--- src/design/tlb_pkg.sv ---
// Shared types and constants for the two-level bitmap find-first-set block.
package tlb_pkg;

  // Command codes carried on the input channel.
  localparam logic [2:0] CMD_TEST  = 3'd0;
  localparam logic [2:0] CMD_SET   = 3'd1;
  localparam logic [2:0] CMD_UNSET = 3'd2;
  localparam logic [2:0] CMD_FIND  = 3'd3;
  localparam logic [2:0] CMD_CLEAR = 3'd4;
  localparam logic [2:0] CMD_FILL  = 3'd5;

  localparam int REGION_COUNT = 16;
  localparam int WORD_BITS    = 64;

  // Commands from the controller to the datapath.
  typedef struct packed {
    logic load;       // capture the input item
    logic rd_pos;     // read the word addressed by the position
    logic rd_scan;    // read the word at the scan pointer
    logic scan_init;  // point the scan at the first word of the lowest region
    logic scan_step;  // advance the scan pointer
    logic apply;      // apply test/set/unset with the read word
    logic find_hit;   // record a find result from the read word
    logic sweep_init; // start a clear or fill sweep
    logic sweep_step; // write one word of the sweep
    logic finish_sw;  // update counts and summary after a sweep
    logic out_load;   // move the result into the output register
  } tlb_cmd_t;

  // Status from the datapath to the controller.
  typedef struct packed {
    logic [2:0] command;
    logic       summary_zero;
    logic       word_nonzero;
    logic       scan_last;
    logic       sweep_last;
  } tlb_stat_t;

endpackage

--- src/design/tlb_ctrl.sv ---
// Controller state machine sequencing each command through the datapath.
module tlb_ctrl (
  input  logic             clk,
  input  logic             rst,
  input  logic             in_valid,
  output logic             in_ready,
  output logic             out_valid,
  input  logic             out_ready,
  input  tlb_pkg::tlb_stat_t stat,
  output tlb_pkg::tlb_cmd_t  cmd
);
  import tlb_pkg::*;

  typedef enum logic [8:0] {
    S_IDLE  = 9'b0_0000_0001,
    S_DEC   = 9'b0_0000_0010,
    S_RDWT  = 9'b0_0000_0100,
    S_APPLY = 9'b0_0000_1000,
    S_SCAN  = 9'b0_0001_0000,
    S_SWEEP = 9'b0_0010_0000,
    S_DONE  = 9'b0_0100_0000,
    S_SRD   = 9'b0_1000_0000,
    S_INIT  = 9'b1_0000_0000
  } state_t;

  state_t state, state_next;
  logic   out_full;

  assign in_ready  = (state == S_IDLE) && (!out_full || out_ready);
  assign out_valid = out_full;

  // Next state and datapath commands.
  always_comb begin
    state_next = state;
    cmd = '0;
    case (state)
      S_INIT: begin
        // Zero the whole store once after reset, one word per cycle.
        cmd.sweep_step = 1'b1;
        if (stat.sweep_last) begin
          state_next = S_IDLE;
        end
      end
      S_IDLE: begin
        if (in_valid && in_ready) begin
          cmd.load = 1'b1;
          state_next = S_DEC;
        end
      end
      S_DEC: begin
        case (stat.command)
          CMD_TEST, CMD_SET, CMD_UNSET: begin
            cmd.rd_pos = 1'b1;
            state_next = S_RDWT;
          end
          CMD_FIND: begin
            if (stat.summary_zero) begin
              state_next = S_DONE;
            end else begin
              cmd.scan_init = 1'b1;
              state_next = S_SRD;
            end
          end
          CMD_CLEAR, CMD_FILL: begin
            cmd.sweep_init = 1'b1;
            state_next = S_SWEEP;
          end
          default: state_next = S_DONE;
        endcase
      end
      S_RDWT: begin
        // Keep the position address so the read word stays in place.
        cmd.rd_pos = 1'b1;
        state_next = S_APPLY;
      end
      S_APPLY: begin
        cmd.apply = 1'b1;
        state_next = S_DONE;
      end
      S_SRD: begin
        cmd.rd_scan = 1'b1;
        state_next = S_SCAN;
      end
      S_SCAN: begin
        if (stat.word_nonzero) begin
          cmd.find_hit = 1'b1;
          state_next = S_DONE;
        end else if (stat.scan_last) begin
          state_next = S_DONE;
        end else begin
          cmd.scan_step = 1'b1;
          state_next = S_SRD;
        end
      end
      S_SWEEP: begin
        cmd.sweep_step = 1'b1;
        if (stat.sweep_last) begin
          cmd.finish_sw = 1'b1;
          state_next = S_DONE;
        end
      end
      S_DONE: begin
        if (!out_full || out_ready) begin
          cmd.out_load = 1'b1;
          state_next = S_IDLE;
        end
      end
      default: state_next = S_IDLE;
    endcase
  end

  // State and output register occupancy.
  always_ff @(posedge clk) begin
    if (rst) begin
      state    <= S_INIT;
      out_full <= 1'b0;
    end else begin
      state <= state_next;
      if (cmd.out_load) begin
        out_full <= 1'b1;
      end else if (out_ready) begin
        out_full <= 1'b0;
      end
    end
  end
endmodule

--- config.mk ---
export PLATFORM = sky130hd
export DESIGN_NAME = tlb_ctrl
export DESIGN_NICKNAME = d
export VERILOG_FILES = /design/src/design/tlb_pkg.sv /design/src/design/tlb_ctrl.sv
export SDC_FILE = /design/constraint.sdc
export NUM_CORES = 1
export LEC_CHECK = 0
export BUFFER_PORTS_ARGS = -buffer_cell sky130_fd_sc_hd__buf_2
export CAP_MARGIN = 20
export CORE_AREA = 2 2 39 41
export CTS_CLUSTER_SIZE = 40
export DETAILED_ROUTE_END_ITERATION = 12
export DIE_AREA = 0 0 41 43
export PLACE_DENSITY = 0.87
export SETUP_SLACK_MARGIN = 0.4
export SLEW_MARGIN = 40
export SYNTH_ARGS = -nofsm -noshare
export SYNTH_HDL_FRONTEND = slang
export SYNTH_SLANG_ARGS = --single-unit
--- constraint.sdc ---
create_clock -name clk -period 3 [get_ports clk]
set_clock_uncertainty 0.05 [all_clocks]
set_input_delay 0.15 -clock clk [delete_from_list [all_inputs] [get_ports clk]]
set_output_delay 0.15 -clock clk [all_outputs]
set_load 0.1 [all_outputs]
==> metrics.cfg <==
[yosys]
ys_seq_area_share_pct=32.5
ys_ff_latch=10
synth_top_area_share_pct=32.5
synth_top_family_by_area=simple AND/OR/NAND/NOR gates
synthMuxAreaShare_pct=0
ys_dominant_reg_cell=dfxtp_1
synth-simple-area-share_pct=50.7
synthTopCellsByArea=dfxtp_1 (32%), nor2_1 (7.9%), nand4b_1 (5.7%)
synthAdderAreaFrac_pct=0
syn-num-nets=88
synth-edff-count=0
synth_compound_area_share_pct=13.6
synth-xor-area-share_pct=1.42
ys_types=31
synth_area_per_cell_sq_um=8.01
synth-async-reset-ratio_pct=0
ys.warnings.count=0
syn-cell-area_sq_um=617
synth_largest_area_cell=dfxtp_1
syn-instance-count=77

[min_path]
holdPathStages=2
holdPathEnd=out_valid
min_from=rst
hold_path.class=in2reg

[worst_setup_path]
path_class=reg2out
rr_endpoint=state[7]
crit_path_start_kind=register
cp_max_fo=7
crit_required_ns=2.80
crit_path_end_kind=output pin
reg2regPathDepth=5
timing.reg2reg.setup_slack_ns=0.89
crit-reg2reg-launch=state[2]
crit_arrival_ns=2.23

[clock_tree]
cts_root_buf=clkbuf_4
cts_setup_buffers=0
cts_hold_buf=0
cts_resized=0
cts_sinks=10
cts_tree=done
cts-htree-levels=1
numCtsBuffers=3
clockBufferDepth=2
clock_latency_ns=0.26
path_clk_slew_ns=0.06

[flow_run]
cap_violations=0

[die]
start_util_pct=44.6
die_area_sq_mm=0.00176
rows=14
dieWidth_um=41
coreArea_sq_mm=0.00138
ios=24
die_h_um=43

[grt]
gr-usage-met2_pct=30.6
grt_util_all_layers_pct=20.3
antenna_found_initial=0
busiest_layer=met2
grtUsageMet1_pct=26.6
grt_pass1_vias=601
gr-total-overflow=0
grt_max_degree=8
grt_pass1_wl_um=2490
met3_usage_pct=3.14

[sta]
grt_setup_unrepaired=no
setup_viol=0
hold_viol=0
worst_slew_pin_slew_ns=0.645
fin_crit_ns=2.43
drv_slew=0
setup_ws_ns=0.567
tns_ns=0
period_share_pct=81.1
relSlewSlack_pct=55.9
fmax_mhz=411

[finish]
final_cells=119
diodes=0
drive_above_1_share_pct=35.9
final_area_sq_um=821
area_growth_pct=33.1
n_fill_cell=127
fin_nets=116

[placed_design]
dp_cells=116
place_ws_ns=0.871
hpwlAfterDp_um=1250
dpl_cell_area_sq_um=798
place_congestion=0.916
io_buffers=23

[routing]
wl_per_cell_um=13.0
wirelength_um=1550
num_vias=691
drtIter0Drc=17
vias_per_cell=5.81
drc=0
drtAntennaViolNets=0
dr.pass1.iters=4

[pwr]
ir_drop_mv=0.279
power_leakage_uw=0.000379
p_per_area_mw_per_mm2=443

[status]
outcome=finished clean

-- kinds of logic (layout without fill, tap and decap cells) --
group,count (synthesis),after routing
xor gates and xnor gates,1,1
AOI/OAI and AO/OA,12,12
and+or+nand+nor,51,51
buffers and inverters,3,29
DFF,10,10
-- cell usage after synthesis, drive strengths merged (2+ instances only) --
cell	n
dfxtp	10
o21ai	2
or3	2
nor3	5
nand3	3
nor4	5
nor2	13
nor2b	2
and3	4
or4	2
inv	3
or2b	2
a21oi	3
nand4b	4
nand2	4
-- power breakdown --
part	switching [uW]	internal [uW]
registers	8.57	139
clock network	43.5	46.3
logic	87.1	39.8
total	139	225
-- per-layer routing --
layer | share of wire [%] | wire length [um]
met1 | 45 | 697
met2 | 48 | 744
met3 | 4.3 | 66
met4 | 2.7 | 42
met5 | 0 | 0
-- worst max-delay path: stages (launching register included) --
cell	delay, ns
dfxtp_1	0.36
or4_4	0.60
nor3_1	0.21
nand3_1	0.19
nor3_4	0.15
buf_2	0.44
-- state kept, by name, summed over array words and instances, names as in the netlist --
register   count
out_valid      1
state          9
-- per-stage QoR --
| step | hold WS, ns | utilization, % | total power [uW] |
|---|---|---|---|
| after detailed placement | 0.337 | 57.7 | 276 |
| after CTS | 0.0612 | 59.3 | 364 |
| after global routing | 0.0664 | 59.3 | 383 |
| final | 0.0638 | 59.3 | 364 |
| after floorplan | 0.169 | - | 249 |
| after global placement | 0.335 | 57.7 | 273 |
-- area by class of cell --
cell class	instances	area (sq um)	share of cell area, %
tap	16	20.0	2.44
multi-input combinational	64	452	55.0
timing repair buffer	23	115	14.0
inverter	3	11.3	1.37
sequential	10	200	24.4
clock buffer	3	22.5	2.74
-- placed cells by master (no fill, tap or decap), types with 2 or more instances in the layout --
| cell type | netlist | layout |
|---|---|---|
| nand2_1 | 4 | 4 |
| nor3_1 | 5 | 3 |
| clkbuf_4 | 0 | 3 |
| and3_1 | 3 | 3 |
| o21ai_0 | 2 | 2 |
| nand4b_1 | 4 | 4 |
| nand3_1 | 3 | 3 |
| dfxtp_1 | 10 | 10 |
| inv_1 | 3 | 3 |
| nor4_1 | 4 | 2 |
| nor2_1 | 13 | 13 |
| or2b_1 | 2 | 2 |
| buf_2 | 0 | 23 |
| or3_1 | 2 | 2 |
| a21oi_1 | 3 | 3 |
| nor2b_1 | 2 | 2 |
| nor4_4 | 1 | 3 |
-- how the worst max path moves through the flow --
| stage | startpoint | to | slack, ns | cells after the start |
|---|---|---|---|---|
| after floorplan | state[7] | state[0] | 0.31 | 4 |
| after detailed placement | state[0] | cmd[6] | 0.87 | 5 |
| after global routing | state[8] | cmd[9] | 0.45 | 6 |
| after CTS | state[0] | cmd[6] | 0.58 | 5 |
| final | state[0] | cmd[6] | 0.57 | 5 |
| after global placement | state[0] | cmd[6] | 0.90 | 5 |
Power figures use the tool's default switching activity.
